**src/sv/epf_pkg.sv**
```systemverilog
// shared types, codes and constants of the egress packet filter
package epf_pkg;

  localparam int AddressEntriesDef = 512;
  localparam int SubnetEntriesDef  = 256;

  localparam int CfgIdxW  = 2;
  localparam int CfgDataW = 16;

  localparam logic [CfgIdxW-1:0] CFG_DNS_PORT    = 2'd0;
  localparam logic [CfgIdxW-1:0] CFG_DHCP_SERVER = 2'd1;
  localparam logic [CfgIdxW-1:0] CFG_DHCP_CLIENT = 2'd2;

  localparam logic [15:0] DNS_PORT_RST    = 16'd53;
  localparam logic [15:0] DHCP_SERVER_RST = 16'd67;
  localparam logic [15:0] DHCP_CLIENT_RST = 16'd68;

  typedef enum logic [2:0] {
    OP_FRAME    = 3'd0,
    OP_ADDR_INS = 3'd1,
    OP_ADDR_REM = 3'd2,
    OP_NET_INS  = 3'd3,
    OP_NET_REM  = 3'd4
  } op_e;

  localparam logic [3:0] RSN_OK        = 4'd0;
  localparam logic [3:0] RSN_SHORT     = 4'd1;
  localparam logic [3:0] RSN_ETHERTYPE = 4'd2;
  localparam logic [3:0] RSN_VERSION   = 4'd3;
  localparam logic [3:0] RSN_OPTIONS   = 4'd4;
  localparam logic [3:0] RSN_FRAGMENT  = 4'd5;
  localparam logic [3:0] RSN_UDP_PORT  = 4'd6;
  localparam logic [3:0] RSN_DEST      = 4'd7;
  localparam logic [3:0] RSN_PROTOCOL  = 4'd8;

  localparam logic [1:0] TS_OK        = 2'd0;
  localparam logic [1:0] TS_FULL      = 2'd1;
  localparam logic [1:0] TS_NOT_FOUND = 2'd2;

  localparam logic KIND_VERDICT = 1'b0;
  localparam logic KIND_ACK     = 1'b1;

  localparam logic [5:0]  POS_MAX     = 6'd63;
  localparam logic [5:0]  LEN_ETH     = 6'd14;
  localparam logic [5:0]  LEN_IPV4    = 6'd34;
  localparam logic [5:0]  LEN_UDP     = 6'd42;
  localparam logic [5:0]  LEN_TCP     = 6'd54;
  localparam logic [5:0]  PLEN_MAX    = 6'd32;
  localparam logic [15:0] ETH_ARP     = 16'h0806;
  localparam logic [15:0] ETH_IPV4    = 16'h0800;
  localparam logic [15:0] FRAG_MASK   = 16'h3FFF;
  localparam logic [3:0]  IP_VERSION  = 4'd4;
  localparam logic [3:0]  IP_IHL      = 4'd5;
  localparam logic [7:0]  PROTO_ICMP  = 8'd1;
  localparam logic [7:0]  PROTO_TCP   = 8'd6;
  localparam logic [7:0]  PROTO_UDP   = 8'd17;

  typedef enum logic [2:0] {
    CMD_VERDICT,
    CMD_LOOKUP,
    CMD_ADDR_INS,
    CMD_ADDR_REM,
    CMD_NET_INS,
    CMD_NET_REM
  } cmd_e;

  typedef struct packed {
    cmd_e        cmd;
    logic [3:0]  reason;
    logic [31:0] key;
    logic [5:0]  plen;
  } cmd_t;

  typedef struct packed {
    logic       kind;
    logic       allow;
    logic [3:0] reason;
    logic [1:0] status;
  } result_t;

  function automatic logic [31:0] prefix_mask(input logic [5:0] plen);
    logic [31:0] m;
    if (plen == 6'd0) begin
      m = '0;
    end else if (plen >= PLEN_MAX) begin
      m = '1;
    end else begin
      m = ~(32'hFFFF_FFFF >> plen);
    end
    return m;
  endfunction

endpackage

```
**src/sv/epf_queue.sv**
```systemverilog
// two entry command queue between parser and table engine
module epf_queue (
  input  logic          clk_i,
  input  logic          rst_ni,
  input  logic          push_i,
  input  epf_pkg::cmd_t cmd_i,
  output logic          full_o,
  output logic          valid_o,
  input  logic          pop_i,
  output epf_pkg::cmd_t cmd_o
);
  import epf_pkg::*;

  cmd_t       entry_q [2];
  logic       wr_q, rd_q;
  logic [1:0] cnt_q;

  assign full_o  = (cnt_q == 2'd2);
  assign valid_o = (cnt_q != 2'd0);
  assign cmd_o   = entry_q[rd_q];

  always_ff @(posedge clk_i) begin
    if (push_i) begin
      entry_q[wr_q] <= cmd_i;
    end
  end

  always_ff @(posedge clk_i or negedge rst_ni) begin
    if (!rst_ni) begin
      wr_q  <= 1'b0;
      rd_q  <= 1'b0;
      cnt_q <= '0;
    end else begin
      if (push_i) begin
        wr_q <= ~wr_q;
      end
      if (pop_i) begin
        rd_q <= ~rd_q;
      end
      cnt_q <= cnt_q + 2'(push_i) - 2'(pop_i);
    end
  end
endmodule

```
**config.mk**
```make
export PLATFORM = sky130hd
export DESIGN_NAME = epf_queue
export DESIGN_NICKNAME = d
export VERILOG_FILES = /design/src/sv/epf_pkg.sv /design/src/sv/epf_queue.sv
export SDC_FILE = /design/constraint.sdc
export NUM_CORES = 1
export LEC_CHECK = 0
export BUFFER_PORTS_ARGS = -buffer_cell sky130_fd_sc_hd__buf_2
export CAP_MARGIN = 20
export CORE_MARGIN = 2
export CORE_UTILIZATION = 52
export DETAILED_ROUTE_END_ITERATION = 8
export PLACE_DENSITY = 0.79
export SYNTH_ARGS = -nofsm -noshare
export SYNTH_HDL_FRONTEND = slang
export SYNTH_SLANG_ARGS = --single-unit
```
**constraint.sdc**
```tcl
create_clock -name clk_i -period 3.3 [get_ports clk_i]
set_input_delay 0.33 -clock clk_i [delete_from_list [all_inputs] [get_ports clk_i]]
set_output_delay 0.33 -clock clk_i [all_outputs]
set_load 0.005 [all_outputs]
```
==> reports/results.txt, run 1 <==
Die H - 87.7 um
Worst setup SP type - flop
Clk_lat worst skew - 0.34 ns
Slew margin rel. - 0.506
Setup Fix Bufs, Post-CTS - 0
Tmin final - 2.23 ns
Register area share after synthesis - 0.769
Final setup violating endpoints - 0
# IOs - 96
Largest net degree at the start of global routing - 46
Crit path required time - 2.97 ns
RSZ-0062 raised after global routing - false
Root Driver - clkbuf_8
Num CTS Buffers - 9
Final non-filler cell total - 361
Total routed wirelength - 5660 um
Worst Setup End Kind - primary output
Post-Syn Instances - 155
Avg WL per Cell - 15.7 um
Gr busiest metal - met2
First-pass GRT wire length - 8600 um
# DRC - 0
Clock Pin Slew Worst Setup and Hold Paths - 0.09 ns
Initial DRC count - 86
Core Footprint - 6790 um^2
Clock Skew - 0.00678 ns
Placed Area - 4200 um^2
Fin nets - 311
Ys Warns - 0
Crit-path max FO - 28
Min-Delay Path Class - input port to flop
Vias - 1,709
H-tree levels - 3
Max_cap viols - 0
Number of global-route vias before repair - 1,735
Final Cell Area - 4450 um^2
Initial Util - 0.537
CTS tree - built
DR pass1 iterations - 4
Die Area - 7700 um^2
Achievable frequency - 449 MHz
PD cells - 808 nW/um^2
Mapped cell area - 3650 um^2
Buffers on Ports - 95
Post-DP HPWL - 3860 um
Period utilization - 0.675
Global-route total usage across every layer - 0.153
CTS Sinks - 94
Num rows - 30
Die width - 87.7 um
Largest buffer count on any clock path - 2
Status - finished, final reports clean
Antenna-violating nets left - 0
Post-Syn Nets - 206
Layout cell share with drive strength beyond 1 - 0.615
Final hold viol count - 0
Area growth syn-to-layout - 22.0%
Leakage - 1.81 nW
Setup tns final - 0 ns
Final global-route overflow total - 0
M3 GR Usage - 0.0641
Syn_area_per_cell - 23.5 um^2
GR Util met1 - 0.177
Initial antenna violation count - 0
Setup Crit Path Kind - flop to primary output
Number of synthesized register bits - 94
Met2 Resource Use GR - 0.260
Count of pins over their slew limit - 0
Vias per inst - 4.73
GP Congestion - 0.691
Post-synthesis cell type count - 13
Dpl cells - 343
Max IR drop VDD - 0.000471 V
Arrival time at the worst endpoint - 1.90 ns
Antenna diode count - 0
Slew @ Worst Pin - 0.739 ns
==> sequential cells by signal, summed over array words and instances, names as in the netlist <==
register / count
cnt_q: 2
entry_q: 90
wr_q: 1
rd_q: 1
==> per-stage QoR <==
stage          hold slack, ns  total power (W)  setup slack, ns  utilization
5_1_grt                 0.144          0.00378            0.966        0.655
3_3_place_gp            0.145          0.00279             1.43        0.618
6_report                0.165          0.00360             1.07        0.655
4_1_cts                 0.157          0.00363             1.02        0.652
2_1_floorplan          0.0344          0.00251            0.434            -
3_5_place_dp            0.152          0.00282             1.41        0.618
==> layout by cell type, fill, tap and decap left out, drive strengths merged <==
cell / synthesis / final
and2: 1 / 1
edfxtp: 90 / 90
ha: 2 / 2
clkinv: 0 / 2
bufinv: 0 / 2
nor2b: 2 / 2
xor3: 1 / 1
xor2: 2 / 2
dfrtp: 4 / 4
inv: 2 / 4
clkbuf: 0 / 9
dlygate4sd3: 0 / 1
clkinvlp: 0 / 1
mux2: 45 / 45
or2: 1 / 1
buf: 5 / 98
==> worst max-delay path, cell delays in order (launching register included) <==
cell and delay [ns]:
dfrtp_2 0.75, buf_12 0.30, mux2_2 0.36, buf_2 0.13
==> kinds of logic after synthesis <==
logic type / synth area share
flops: 0.769
fa+ha+maj: 0.00686
buf+inv: 0.0271
xor+xnor: 0.0113
mux: 0.179
simple gates: 0.00687
==> per-layer routing <==
metal / routed length, um / share of wire
met1: 2280 / 0.40
met2: 2920 / 0.51
met4: 42 / 0.0074
met5: 0 / 0
met3: 421 / 0.074
==> cells in the mapped netlist <==
cell type	count	area, um^2
and2_1	1	6.26
buf_12	4	80.1
buf_6	1	11.3
dfrtp_1	4	100
edfxtp_1	90	2700
ha_1	2	25.0
inv_1	2	7.51
mux2_2	6	67.6
mux2_4	39	586
nor2b_1	2	12.5
or2_2	1	6.26
xor2_1	2	17.5
xor3_1	1	23.8
==> layout make-up <==
cell class,count,area [um^2]
clock buffer,9,124
clock inverter,7,95.1
fill,486,2340
inverter,2,7.51
multi-input combinational,54,753
sequential,94,2800
tap,96,120
timing repair buffer,99,546
==> where the power goes <==
group / total [W] / switching [W] / internal, W
registers: 0.00171 / 0.000126 / 0.00158
clock network: 0.000816 / 0.000387 / 0.000429
logic: 0.00107 / 0.000425 / 0.000643
==> repair_timing <==
item / CTS / global route
endpoints found under the hold margin: 4 / 0
gates resized for setup: 0 / 0
hold buffers: 1 / 0
==> worst paths after layout <==
check                            endpoint      start  slack, ns  cells past startpoint
setup / recovery                 cmd_o[4]       rd_q       1.07                      3
hold / removal             entry_q[1][10]  cmd_i[10]       0.17                      1
setup reg to reg           entry_q[0][42]       wr_q       1.67                      2
hold reg to reg                      wr_q       wr_q       0.55                      1
max in group asynchronous            rd_q     rst_ni       2.83                      2
min in group asynchronous        cnt_q[0]     rst_ni       0.32                      2
Power figures use the tool's default switching activity.
==> run 2, diff against run 1 <==
==> constraint.sdc (replaced) <==
create_clock -name clk_i -period 2.24 [get_ports clk_i]
set_input_delay 0.224 -clock clk_i [delete_from_list [all_inputs] [get_ports clk_i]]
set_output_delay 0.224 -clock clk_i [all_outputs]
set_load 0.005 [all_outputs]
==> run 2 against run 1 <==
Against the previous run: clock power increased by 38%; global-route usage increased by 0.26 points; clock skew decreased by 0.00079 ns; flip-flop and latch count stayed put; highest routed layer unchanged; sequential share of layout area is 0.20 points higher.
==> reports/results.txt, run 2 (same netlist as run 1, synthesis figures left out) <==
Status - finished, final reports clean
R2r setup slk - 0.74 ns
Max_cap viols - 0
Worst Setup End Kind - primary output
Biggest register - entry_q
Reg2reg end - entry_q[1][22]
Max IR drop VDD - 0.000857 V
H-tree levels - 3
GP Congestion - 0.659
Buffers on Ports - 95
Vias per inst - 4.79
Initial DRC count - 50
RSZ-0062 raised after global routing - false
Avg WL per Cell - 15.9 um
Number of global-route vias before repair - 1,808
Crit path launch - rd_q
Largest registers - entry_q (90), cnt_q (2)
Total routed wirelength - 5760 um
Die H - 87.7 um
# DRC - 0
Clock power frac - 0.216
Setup tns final - 0 ns
Final setup violating endpoints - 0
PD cells - 1180 nW/um^2
Die width - 87.7 um
Final global-route overflow total - 0
Num CTS Buffers - 9
Post-DP HPWL - 3960 um
Kind of cell adding the most delay to the critical path - buffers and inverters
Internal - 0.00389 W
Final hold viol count - 0
CTS tree - built
Period utilization - 0.837
First-pass GRT wire length - 8680 um
Switching power - 0.00134 W
Core Footprint - 6790 um^2
Max reg flops - 90
Reg power frac - 0.467
Crit path required time - 2.02 ns
Dpl cells - 346
Largest net degree at the start of global routing - 29
Crit-path max FO - 28
CTS Sinks - 94
Achievable frequency - 533 MHz
Leakage - 1.81 nW
# IOs - 96
Hold slack - 0.0750 ns
Clock Pin Slew Worst Setup and Hold Paths - 0.08 ns
Setup Crit Path Kind - flop to primary output
Critical-path cell list - buf_4 > mux2_2 > buf_2
Clk_lat worst skew - 0.33 ns
CP bufs+invs - 2
Slew margin rel. - 0.665
Sw Ratio - 0.256
Antenna diode count - 0
Initial Util - 0.537
WP depth - 3
Leading cell types in the layout, fill and taps excluded - buf_2 (95), edfxtp_1 (90), mux2_4 (39)
R2R Path Start - wr_q
Root Driver - clkbuf_8
Count of pins over their slew limit - 0
Area growth syn-to-layout - 21.7%
Initial antenna violation count - 0
Slew @ Worst Pin - 0.502 ns
Die Area - 7700 um^2
Vias - 1,737
Min-Delay Path Class - input port to flop
Worst R2R Path Depth - 2
Fillers - 485
Clock Skew - 0.00599 ns
Most common cell after layout, fill and taps aside - buf_2
DR pass1 iterations - 4
Tmin final - 1.87 ns
Fin nets - 313
Antenna-violating nets left - 0
Combinational share of power - 0.318
Final non-filler cell total - 363
Setup crit end - cmd_o[4]
Arrival time at the worst endpoint - 1.65 ns
Largest buffer count on any clock path - 2
Num rows - 30
Layout cell share with drive strength beyond 1 - 0.599
CP max stage delay - 0.42 ns
Slowest cell on crit path - buf_4
Worst setup SP type - flop
Global-route total usage across every layer - 0.155
## run 2: cell types whose count changed in the layout (fill, tap and decap cells not counted)
cell        change
clkinvlp_4      -1
buf_4           +3
clkinv_2        -2
inv_6           -2
buf_12          -1
clkinv_1        +5
## run 2: through the flow
step / utilization / instance area (um^2) / total power (W) / setup slack, ns
2_1_floorplan: - / 3650 / 0.00369 / 0.236
3_3_place_gp: 0.622 / 4220 / 0.00412 / 0.710
3_5_place_dp: 0.622 / 4220 / 0.00418 / 0.688
4_1_cts: 0.653 / 4440 / 0.00531 / 0.316
5_1_grt: 0.653 / 4440 / 0.00550 / 0.258
6_report: 0.653 / 4440 / 0.00523 / 0.366
## run 2: layout make-up
cell class | count | area [um^2] | share of cell area
timing repair buffer | 101 | 548 | 0.124
inverter | 2 | 7.51 | 0.00169
clock buffer | 9 | 124 | 0.0279
sequential | 94 | 2800 | 0.632
tap | 96 | 120 | 0.0271
multi-input combinational | 54 | 753 | 0.170
clock inverter | 7 | 78.8 | 0.0178
## run 2: layer usage
layer / up-vias / track usage / wire length [um]
met3: 8 / 0.0415 / 285
met4: 0 / 0.0587 / 69
li1: 820 / - / -
met5: - / 0 / 0
met2: 54 / 0.273 / 3080
met1: 855 / 0.183 / 2320
## run 2: how the worst min path moves through the flow
stage / cells past startpoint / from / to
3_3_place_gp: 1 / rst_ni / cnt_q[0]
5_1_grt: 1 / cmd_i[9] / entry_q[0][9]
6_report: 1 / cmd_i[1] / entry_q[1][1]
2_1_floorplan: 0 / rst_ni / cnt_q[0]
3_5_place_dp: 1 / rst_ni / cnt_q[0]
4_1_cts: 1 / cmd_i[17] / entry_q[0][17]
## run 2: what timing repair did
item | 4_1_cts | 5_1_grt
setup buffers | 0 | 0
resized for setup | 0 | 0
hold buffers | 1 | 0
endpoints found under the hold margin | 4 | 0
## run 2: power groups by stage
stage,registers [W],clock network [W],logic (W)
finish,0.00244,0.00113,0.00166
floorplan,0.00246,0,0.00124
global placement,0.00246,0,0.00167
global route,0.00247,0.00122,0.00180
detailed placement,0.00248,0,0.00169
CTS,0.00245,0.00116,0.00170
